`config.mk`:
```
export PLATFORM = sky130hd
export DESIGN_NAME = camera_tracking_packet_parser
export DESIGN_NICKNAME = d
export VERILOG_FILES = /design/src/rtl/ctpp_pkg.sv /design/src/rtl/camera_tracking_packet_parser.sv
export SDC_FILE = /design/constraint.sdc
export NUM_CORES = 1
export LEC_CHECK = 0
export ABC_AREA = 0
export BUFFER_PORTS_ARGS = -buffer_cell sky130_fd_sc_hd__buf_2
export CORE_MARGIN = 5
export CORE_UTILIZATION = 50
export CTS_CLUSTER_SIZE = 14
export DETAILED_ROUTE_END_ITERATION = 16
export PLACE_DENSITY = 0.7
export SLEW_MARGIN = 20
export SYNTH_ARGS = -nofsm -noshare
export SYNTH_HDL_FRONTEND = slang
export SYNTH_SLANG_ARGS = --single-unit
export TNS_END_PERCENT = 1
```
`constraint.sdc`:
```
create_clock -name clock -period 22.6 [get_ports clock]
set_input_delay 4.52 -clock clock [delete_from_list [all_inputs] [get_ports clock]]
set_output_delay 4.52 -clock clock [all_outputs]
set_load 0.02 [all_outputs]
```
`src/rtl/ctpp_pkg.sv`:
```
// Types and constants of the camera tracking packet parser.
`default_nettype none

package ctpp_pkg;

   localparam int FRAME_LENGTH = 29;
   localparam int SUM_LAST     = 28;
   localparam logic [7:0] CHECK_SEED    = 8'h40;
   localparam logic [7:0] MARKER_RESET  = 8'd209;
   localparam int COUNT_W      = 5;
   localparam int CSR_INDEX_W  = 4;
   localparam int CSR_DATA_W   = 24;

   typedef enum logic [CSR_INDEX_W-1:0] {
      CSR_LENS_BIAS     = 4'd0,
      CSR_PACKET_MARKER = 4'd1
   } csr_index_type;

   typedef enum logic [1:0] {
      STATUS_OK           = 2'd0,
      STATUS_TOO_SHORT    = 2'd1,
      STATUS_BAD_MARKER   = 2'd2,
      STATUS_BAD_CHECKSUM = 2'd3
   } status_type;

   typedef struct packed {
      logic [7:0] rx_byte;
      logic       end_of_datagram;
   } req_payload_type;

   typedef struct packed {
      logic [1:0]         status;
      logic [7:0]         camera_code;
      logic signed [23:0] pitch_raw;
      logic signed [23:0] yaw_raw;
      logic signed [23:0] roll_raw;
      logic signed [23:0] pos_z_raw;
      logic signed [23:0] pos_y_raw;
      logic signed [23:0] pos_x_raw;
      logic [15:0]        zoom_value;
      logic [15:0]        focus_value;
   } rsp_payload_type;

   // Raw lens value minus offset, zero when at or below the offset.
   function automatic logic [15:0] lens_value(input logic [23:0] raw,
                                              input logic [23:0] offset);
      logic [23:0] diff;
      diff = raw - offset;
      if (raw <= offset) begin
         return 16'd0;
      end
      return diff[15:0];
   endfunction

endpackage

`default_nettype wire

```
`src/rtl/camera_tracking_packet_parser.sv`:
```
// Top level of the camera tracking packet parser.
// One datagram byte is taken per transfer on req_ and the byte flagged with
// end_of_datagram yields one result on rsp_; bytes without the flag yield
// nothing. The block takes a byte in every cycle with req_stall low: the byte
// counter, the running mod-256 checksum and the 29 byte holding registers all
// update in the cycle of the transfer, and the result is formed from those
// registers plus the incoming byte by one level of compare and subtract logic
// in front of the result register. The result register is backed by a one-entry
// skid register, so req_stall rises only when two results wait on a stalled rsp_
// side. Bytes beyond the 29th are dropped. Status is checked as too short, bad
// marker, bad checksum, ok; on any failure every field but status is zero.
// Zoom and focus are the unsigned 24-bit values minus the lens bias register,
// clamped at zero and cut to 16 bits. Register writes on csr_ are taken in any
// cycle (csr_ready is always high) and act from the next byte on.
`default_nettype none

module camera_tracking_packet_parser
   import ctpp_pkg::*;
(
   input  wire logic                   clock,
   input  wire logic                   reset,
   // byte channel
   input  wire logic                   req_valid,
   output logic                        req_stall,
   input  wire req_payload_type        req_payload,
   // result channel
   output logic                        rsp_valid,
   input  wire logic                   rsp_stall,
   output rsp_payload_type             rsp_payload,
   // register write channel
   input  wire logic                   csr_valid,
   output logic                        csr_ready,
   input  wire logic [CSR_INDEX_W-1:0] csr_index,
   input  wire logic [CSR_DATA_W-1:0]  csr_wdata
);

   // configuration registers
   logic [23:0] lens_bias_ff;
   logic [7:0]  packet_marker_ff;

   // datagram state
   logic [COUNT_W-1:0] byte_count_ff, byte_count_in;
   logic [7:0]         running_sum_ff, running_sum_in;
   logic [7:0]         packet_bytes_ff [FRAME_LENGTH];

   // result register and skid register
   logic            rsp_valid_ff, rsp_valid_in;
   rsp_payload_type rsp_data_ff, rsp_data_in;
   logic            skid_valid_ff, skid_valid_in;
   rsp_payload_type skid_data_ff, skid_data_in;

   logic            req_transfer;
   logic            store_byte;
   logic            add_to_sum;
   logic            frame_full;
   logic [7:0]      sum_next;
   logic [7:0]      check_byte;
   logic [7:0]      expected_check;
   logic            new_result;
   logic            out_free;
   rsp_payload_type result;

   assign csr_ready    = 1'b1;
   assign req_stall    = skid_valid_ff;
   assign req_transfer = req_valid && !req_stall;
   assign rsp_valid    = rsp_valid_ff;
   assign rsp_payload  = rsp_data_ff;

   // Register writes; indexes outside the list are dropped.
   always_ff @(posedge clock) begin
      if (reset) begin
         lens_bias_ff     <= '0;
         packet_marker_ff <= MARKER_RESET;
      end else if (csr_valid && csr_ready) begin
         case (csr_index)
            CSR_LENS_BIAS:     lens_bias_ff     <= csr_wdata[23:0];
            CSR_PACKET_MARKER: packet_marker_ff <= csr_wdata[7:0];
            default: ;
         endcase
      end
   end

   // Keep only the first FRAME_LENGTH bytes; only bytes 0..27 enter the sum.
   assign store_byte = byte_count_ff < COUNT_W'(FRAME_LENGTH);
   assign add_to_sum = byte_count_ff < COUNT_W'(SUM_LAST);
   assign sum_next   = add_to_sum ? running_sum_ff + req_payload.rx_byte : running_sum_ff;

   always_comb begin
      byte_count_in  = byte_count_ff;
      running_sum_in = running_sum_ff;
      if (req_transfer) begin
         if (req_payload.end_of_datagram) begin
            byte_count_in  = '0;
            running_sum_in = '0;
         end else begin
            running_sum_in = sum_next;
            if (store_byte) begin
               byte_count_in = byte_count_ff + COUNT_W'(1);
            end
         end
      end
   end

   always_ff @(posedge clock) begin
      if (reset) begin
         byte_count_ff  <= '0;
         running_sum_ff <= '0;
      end else begin
         byte_count_ff  <= byte_count_in;
         running_sum_ff <= running_sum_in;
      end
   end

   always_ff @(posedge clock) begin
      if (req_transfer && store_byte) begin
         packet_bytes_ff[byte_count_ff] <= req_payload.rx_byte;
      end
   end

   // The frame is complete once byte 28 is in hand, either stored earlier or
   // arriving now. A complete frame means bytes 0..27 are already stored, so
   // only the checksum byte may come from the input.
   assign frame_full     = byte_count_ff >= COUNT_W'(FRAME_LENGTH - 1);
   assign check_byte     = (byte_count_ff == COUNT_W'(SUM_LAST)) ?
                           req_payload.rx_byte : packet_bytes_ff[SUM_LAST];
   assign expected_check = CHECK_SEED - sum_next;

   always_comb begin
      result = '0;
      if (!frame_full) begin
         result.status = STATUS_TOO_SHORT;
      end else if (packet_bytes_ff[0] != packet_marker_ff) begin
         result.status = STATUS_BAD_MARKER;
      end else if (expected_check != check_byte) begin
         result.status = STATUS_BAD_CHECKSUM;
      end else begin
         result.status      = STATUS_OK;
         result.camera_code = packet_bytes_ff[1];
         result.pitch_raw   = {packet_bytes_ff[2],  packet_bytes_ff[3],  packet_bytes_ff[4]};
         result.yaw_raw     = {packet_bytes_ff[5],  packet_bytes_ff[6],  packet_bytes_ff[7]};
         result.roll_raw    = {packet_bytes_ff[8],  packet_bytes_ff[9],  packet_bytes_ff[10]};
         result.pos_z_raw   = {packet_bytes_ff[11], packet_bytes_ff[12], packet_bytes_ff[13]};
         result.pos_y_raw   = {packet_bytes_ff[14], packet_bytes_ff[15], packet_bytes_ff[16]};
         result.pos_x_raw   = {packet_bytes_ff[17], packet_bytes_ff[18], packet_bytes_ff[19]};
         result.zoom_value  = lens_value({packet_bytes_ff[20], packet_bytes_ff[21],
                                          packet_bytes_ff[22]}, lens_bias_ff);
         result.focus_value = lens_value({packet_bytes_ff[23], packet_bytes_ff[24],
                                          packet_bytes_ff[25]}, lens_bias_ff);
      end
   end

   // Output register with skid: a new result goes to the output register when
   // it frees up, else into the skid register; the skid drains first.
   assign new_result = req_transfer && req_payload.end_of_datagram;
   assign out_free   = !rsp_valid_ff || !rsp_stall;

   always_comb begin
      rsp_valid_in  = rsp_valid_ff;
      rsp_data_in   = rsp_data_ff;
      skid_valid_in = skid_valid_ff;
      skid_data_in  = skid_data_ff;
      if (out_free) begin
         if (skid_valid_ff) begin
            rsp_valid_in  = 1'b1;
            rsp_data_in   = skid_data_ff;
            skid_valid_in = 1'b0;
         end else begin
            rsp_valid_in = new_result;
            rsp_data_in  = result;
         end
      end else if (new_result) begin
         skid_valid_in = 1'b1;
         skid_data_in  = result;
      end
   end

   always_ff @(posedge clock) begin
      if (reset) begin
         rsp_valid_ff  <= 1'b0;
         skid_valid_ff <= 1'b0;
      end else begin
         rsp_valid_ff  <= rsp_valid_in;
         skid_valid_ff <= skid_valid_in;
      end
   end

   always_ff @(posedge clock) begin
      rsp_data_ff  <= rsp_data_in;
      skid_data_ff <= skid_data_in;
   end

endmodule

`default_nettype wire

```
==> results of run 1 <==
-- layer usage --
metal | wire (µm) | vias up | track usage (%)
met5 | 0 | - | 0
met4 | 1450 | 0 | 5.38
met3 | 3870 | 96 | 3.28
met2 | 27600 | 518 | 31.2
met1 | 25800 | 7840 | 28.6
li1 | - | 7774 | -
-- sequential cells by signal, indices dropped and copies added (netlist names) --
signal	cells
packet_bytes_ff	216
running_sum_ff	8
req_stall	1
rsp_valid	1
byte_count_ff	5
packet_marker_ff	8
rsp_payload	186
skid_data_ff	186
lens_bias_ff	24
-- area by class of cell --
type,instances,area (µm²)
fillers,4202,22300
flip-flops and latches,635,18600
multi-input cells,1115,6720
clock buffers,81,1680
repair buffers,252,1390
well taps,688,861
inverters,188,706
clock inverters,34,318
diodes,1,2.50
-- path summary, 6_finish.rpt --
kind | start | slack, ns | end | cells after the start
max | req_payload[1] | 13.61 | rsp_payload[117] | 14
min | lens_bias_ff[22] | 0.45 | lens_bias_ff[22] | 2
max reg2reg | running_sum_ff[0] | 17.63 | rsp_payload[117] | 12
min reg2reg | lens_bias_ff[22] | 0.45 | lens_bias_ff[22] | 2
-- where the power goes --
| part | switching [µW] | internal (µW) | leakage (µW) |
|---|---|---|---|
| Sequential | 10.5 | 1300 | 0.00586 |
| Clock | 427 | 580 | 0.000979 |
| Combinational | 72.2 | 30.5 | 0.00463 |
| Total | 510 | 1910 | 0.0115 |
-- kinds of logic (layout without fill, tap and decap cells) --
kind of cell / Yosys count / count (layout) / share of synthesized area (%)
other: 1 / 2 / 0.0142
and+or+nand+nor: 628 / 628 / 10.5
AOI/OAI and AO/OA: 353 / 353 / 9.26
muxes: 19 / 19 / 0.727
xor gates and xnor gates: 51 / 51 / 1.74
adders and majority gates: 63 / 63 / 3.06
DFF: 635 / 635 / 70.2
buffers and inverters: 298 / 555 / 4.51
-- placed cells by master (no fill, tap or decap), drive strengths merged, types with 22 or more instances in the layout --
cell | Yosys | routed
a21oi | 61 | 61
o31ai | 175 | 175
nor2 | 223 | 223
nand2 | 265 | 265
dfxtp | 47 | 47
o21ai | 34 | 34
nor3 | 57 | 57
edfxtp | 588 | 588
inv | 188 | 190
clkinv | 0 | 24
xnor2 | 29 | 29
ha | 60 | 60
clkbuf | 67 | 81
a21o | 22 | 22
buf | 43 | 252
-- stage by stage --
| stage | power (µW) | area [µm²] | hold WS [ns] |
|---|---|---|---|
| 6_report | 2420 | 30300 | 0.453 |
| 5_1_grt | 2500 | 30300 | 0.484 |
| 4_1_cts | 2440 | 30200 | 0.456 |
| 3_5_place_dp | 1440 | 28200 | 0.448 |
| 3_3_place_gp | 1430 | 28200 | 0.446 |
| 2_1_floorplan | 1390 | 26500 | 0.436 |
-- worst max-delay path, cell delays in order --
cell and delay (ns):
buf_2 0.08, buf_4 0.38, ha_1 0.28, fa_1 0.44, mux2i_1 0.23, ha_1 0.27
xnor3_1 0.42, or4_1 0.58, or4_1 0.57, o31ai_1 0.13, nand4_1 0.30, buf_4 0.37
buf_6 0.35, o31ai_1 0.34
==> impl_metrics.toml, run 1 <==
[run_status]
status = "complete, no violations"

[timing]
drv_slew = 0
finalClockSkew_ns = 0.0200
fmax_mhz = 111
finalCriticalPeriod_ns = 8.99
finalCritPeriodShare_pct = 39.8
setup_violations = 0
fin_tns_setup_ns = 0
max_slew_margin_pct = 30.9
hold_violations = 0
tightest_slew_ns = 1.04
setup_ws_ns = 13.61
rsz0062_at_grt = "false"

[synthesis]
synth_nets = 2153
post_synth_num_cell_types = 69
synth_area_per_cell_um2 = 12.9
ys_seq_elements = 635
synth_commonest_cells = "edfxtp_1 (588), nand2_1 (265), nor2_1 (223)"
synth_most_common_cell = "edfxtp_1"
synth_edf_count = 588
async_flop_share_pct = 0
syn_inst = 2048
ys.flop_type = "edfxtp_1"
yosysTopAreaCellShare_pct = 66.6
synth.yosys.warnings = 0
syn-cell-area_mm2 = 0.0265
synth_area_leaders = "edfxtp_1 (67%), o31ai_1 (5.0%), nand2_1 (3.8%), dfxtp_1 (3.6%), nor2_1 (3.2%)"
synth-seq-area-share_pct = 70.2
yosysTopAreaCell = "edfxtp_1"

[pwr]
powerDensity_mw_per_mm2 = 79.9
p_leak_uw = 0.0115
ir_drop_mv = 0.0601

[routing]
wire_per_inst_um = 19.6
drtPass1Iterations = 5
drt_iter0_markers = 1487
vias = 16200
drc_errors = 0
wl_um = 58700
via_per_inst = 5.42
ant_nets = 0

[global_route]
grt_pass1_vias = 15300
grt_usage_pct = 19.7
overflow = 0
grt_max_degree = 198
antenna_found_initial = 1
grt_pass1_wl_um = 88200

[finish]
fin_nets = 2358
drive_gt1_share_pct = 16.7
fin_util_pct = 57.6
instances_no_fill = 2994
area_delta_synth_final_pct = 14.3

[floorplan]
row_count = 84
fp.dieH_um = 240
pin_count = 231
start_util_pct = 50.4
die-area_mm2 = 0.0577
core_area_mm2 = 0.0526
die_w_um = 240

[clock_network]
htree_levels = 2
cts_setup_buffers = 0
cts_max_path_buffers = 3
cts_tree = "built"
cts_root_buffer = "clkbuf_16"
clk_latency_ns = 0.62
cts_resized = 0
cts_buffers = 61
holdBufCountCts = 0
clk_pin_slew_ns = 0.06
clkSinkCount = 635

[place]
placement.io_buffers = 229
place_ws_ns = 12.95
place_inst = 2876
gp_congestion = 0.866
dp_hpwl_um = 35900

[setup_path]
critical_path_class = "in2reg"
cp_max_fo = 109
arrival_ns = 9.42
cp-start-kind = "primary input"
end_kind = "flop"
crit_required_ns = 23.02

[run]
maxCapViolations = 0

[min_path]
hp-class = "reg2reg"
(Power assumes the default switching activity.)
==> run 2: changes to the inputs <==
--- a/config.mk
+++ b/config.mk
@@ -5,13 +5,13 @@
 export SDC_FILE = /design/constraint.sdc
 export NUM_CORES = 1
 export LEC_CHECK = 0
-export ABC_AREA = 0
+export ABC_AREA = 1
 export BUFFER_PORTS_ARGS = -buffer_cell sky130_fd_sc_hd__buf_2
 export CORE_MARGIN = 5
 export CORE_UTILIZATION = 50
 export CTS_CLUSTER_SIZE = 14
 export DETAILED_ROUTE_END_ITERATION = 16
-export PLACE_DENSITY = 0.7
+export PLACE_DENSITY = 0.72
 export SLEW_MARGIN = 20
 export SYNTH_ARGS = -nofsm -noshare
 export SYNTH_HDL_FRONTEND = slang
==> constraint.sdc (replaced) <==
create_clock -name clock -period 8 [get_ports clock]
set_input_delay 1.6 -clock clock [delete_from_list [all_inputs] [get_ports clock]]
set_output_delay 1.6 -clock clock [all_outputs]
set_load 0.02 [all_outputs]
==> run 2 against run 1 <==
Compared with the run above:
- non-clock buffer count stayed put
- combinational power grew to 2.9 times the previous value
- sequential share of layout area decreased by 2.6 points
- hold slack improved by 0.043 ns
- worst setup slack worse by 11 ns
- synthesized area increased by 4.2%
- register-to-register slack got worse by 14 ns
- global-route usage rose by 1.3 points
- total power rose to 2.9 times the previous value
- sequential power rose to 2.8 times the previous value
- first-iteration DRC count fell by 8.1%
- cell count grew 20%
==> impl_metrics.toml, run 2 <==
[synthesis]
post_synth_num_cell_types = 44
yosysTopAreaCellShare_pct = 64.0
syn_inst = 2606
synth_area_leaders = "edfxtp_1 (64%), inv_1 (6.1%), nor2_1 (6.0%), nand2_1 (5.8%), a21oi_1 (4.3%)"
syn-cell-area_mm2 = 0.0276
synth.yosys.warnings = 0
synth-seq-area-share_pct = 67.4
async_flop_share_pct = 0
ys.flop_type = "edfxtp_1"
synth_nets = 2711
synth_edf_count = 588
synth_most_common_cell = "edfxtp_1"
ys_seq_elements = 635
synth_commonest_cells = "edfxtp_1 (588), inv_1 (446), nor2_1 (440)"
yosysTopAreaCell = "edfxtp_1"
synth_area_per_cell_um2 = 10.6

[pwr]
p_comb_share_pct = 4.2
p_sw_uw = 1490
internal-power_uw = 5590
powerDensity_mw_per_mm2 = 224
clkPwrFrac_pct = 43.7
seqPwrFrac_pct = 52.1
ir_drop_mv = 0.147
sw_frac_of_total_pct = 21.1
p_leak_uw = 0.0144

[routing]
drtPass1Iterations = 5
wire_per_inst_um = 17.8
drt_iter0_markers = 1366
wl_um = 63600
ant_nets = 0
via_per_inst = 5.12
drc_errors = 0
vias = 18300

[timing]
setup_violations = 0
tightest_slew_ns = 1.11
hold_violations = 0
finalClockSkew_ns = 0.0229
finalCritPeriodShare_pct = 62.4
max_slew_margin_pct = 26.2
drv_slew = 0
fmax_mhz = 200
finalCriticalPeriod_ns = 4.99
rsz0062_at_grt = "false"
fin_tns_setup_ns = 0

[floorplan]
start_util_pct = 50.3
core_area_mm2 = 0.0549
pin_count = 231
fp.dieH_um = 245
row_count = 86
die-area_mm2 = 0.0600
die_w_um = 245

[setup_path]
rr_endpoint = "skid_data_ff[5]"
worstPathCellList = "buf_2, buf_4, fa_1, inv_1, nand2_1, o21ai_1, ha_1, inv_1, nor2_1, nand3_1, nor2_1, nand3_1, nand3_1, nand2_1, inv_2, nand4_2, buf_4, nor2_4, buf_4, nand3_4, nor2_1"
slowest_delay_ns = 0.50
critPathLaunch = "req_payload[2]"
arrival_ns = 5.42
rr_worst_depth = 19
critical_path_class = "in2reg"
cp_max_fo = 44
cp-start-kind = "primary input"
crit_required_ns = 8.43
worst-path-buf-inv = 7
end_kind = "flop"
crit_slowest_cell = "buf_4"
r2r_slack_ns = 3.64
path_delay_family = "simple AND/OR/NAND/NOR gates"
reg2reg_from = "byte_count_ff[2]"

[global_route]
grt_pass1_vias = 18000
grt_pass1_wl_um = 98400
overflow = 0
antenna_found_initial = 2
grt_max_degree = 117
grt_usage_pct = 20.9

[min_path]
worstHoldStart = "running_sum_ff[0]"
min_to = "running_sum_ff[0]"
hp-class = "reg2reg"
hold_depth = 2

[clock_network]
cts_root_buffer = "clkbuf_16"
cts_resized = 0
htree_levels = 3
cts_max_path_buffers = 3
clkSinkCount = 635
cts_buffers = 66
holdBufCountCts = 0
clk_pin_slew_ns = 0.06
cts_tree = "built"
cts_setup_buffers = 0
clk_latency_ns = 0.59

[finish]
fin_util_pct = 57.6
layout_commonest_cell = "edfxtp_1"
drive_gt1_share_pct = 13.4
fin_nets = 2929
final_cell_mix = "edfxtp_1 (588), inv_1 (446), nor2_1 (439)"
diodes = 0
largest-register = "packet_bytes_ff"
num-fill-cells = 4582
largest_reg_flops = 216
area_delta_synth_final_pct = 14.6

[place]
placement.io_buffers = 229
gp_congestion = 0.863
dp_hpwl_um = 39900

[run]
maxCapViolations = 0

[run_status]
status = "complete, no violations"
==> run 2: worst max path at each step <==
| stage | cells after the start | endpoint | slack [ns] |
|---|---|---|---|
| 5_1_grt | 21 | skid_data_ff[19] | 2.67 |
| 6_report | 21 | skid_data_ff[5] | 3.01 |
| 3_5_place_dp | 21 | skid_data_ff[5] | 2.41 |
| 4_1_cts | 21 | skid_data_ff[5] | 3.02 |
| 2_1_floorplan | 2 | skid_data_ff[0] | 0.26 |
| 3_3_place_gp | 21 | skid_data_ff[3] | 2.48 |
==> run 2: final cells by class <==
cell class	instances	area (µm²)	area share, %
timing repair buffer	252	1350	4.27
clock buffer	82	1820	5.74
multi-input combinational	1419	6890	21.8
inverter	450	1700	5.37
tap	704	881	2.79
sequential	635	18600	58.8
clock inverter	36	375	1.19
==> run 2: through the flow <==
stage	hold WS, ns	setup slack (ns)	instance area (µm²)	std cells	total power [µW]
global route	0.518	2.67	31600	3578	7310
detailed placement	0.490	2.41	29400	3459	4060
floorplan	0.445	0.263	27600	2606	3930
global placement	0.481	2.48	29400	3459	4050
CTS	0.499	3.02	31600	3577	7150
finish	0.496	3.01	31600	3578	7080
==> run 2: layer usage <==
metal / GRT usage [%] / up-vias / wire length, µm / part of all wire (%)
met5: 0 / - / 27 / 0.042
met4: 7.56 / 4 / 1900 / 3.0
met3: 3.73 / 114 / 4040 / 6.4
met2: 35.4 / 552 / 30900 / 49
met1: 27.5 / 8685 / 26700 / 42
li1: - / 8980 / - / -
==> run 2: cell families after synthesis <==
kind of cell             share of synthesized area (%)
other                                           0.0136
AND/OR/NAND/NOR                                   14.9
adder cells (fa/ha/maj)                           2.94
AO/OA/AOI/OAI                                     5.80
multiplexers                                     0.145
XOR/XNOR                                         0.984
buffers and inverters                             7.78
flip-flops                                        67.4
==> run 2: worst reg2reg max path: cells and delay by family, from the launching register on <==
| kind | cells | cell delay [ns] |
|---|---|---|
| AND/OR/NAND/NOR | 13 | 2.37 |
| buffers and inverters | 4 | 0.89 |
| flip-flops | 1 | 0.53 |
| adder cells (fa/ha/maj) | 1 | 0.24 |
| AO/OA/AOI/OAI | 1 | 0.19 |
==> run 2: power by group through the flow <==
stage	logic (µW)	clock network, µW	registers, µW
after floorplan	122	0	3800
after global placement	293	0	3760
after detailed placement	297	0	3760
after CTS	299	3160	3690
after global routing	324	3290	3690
final	296	3100	3690
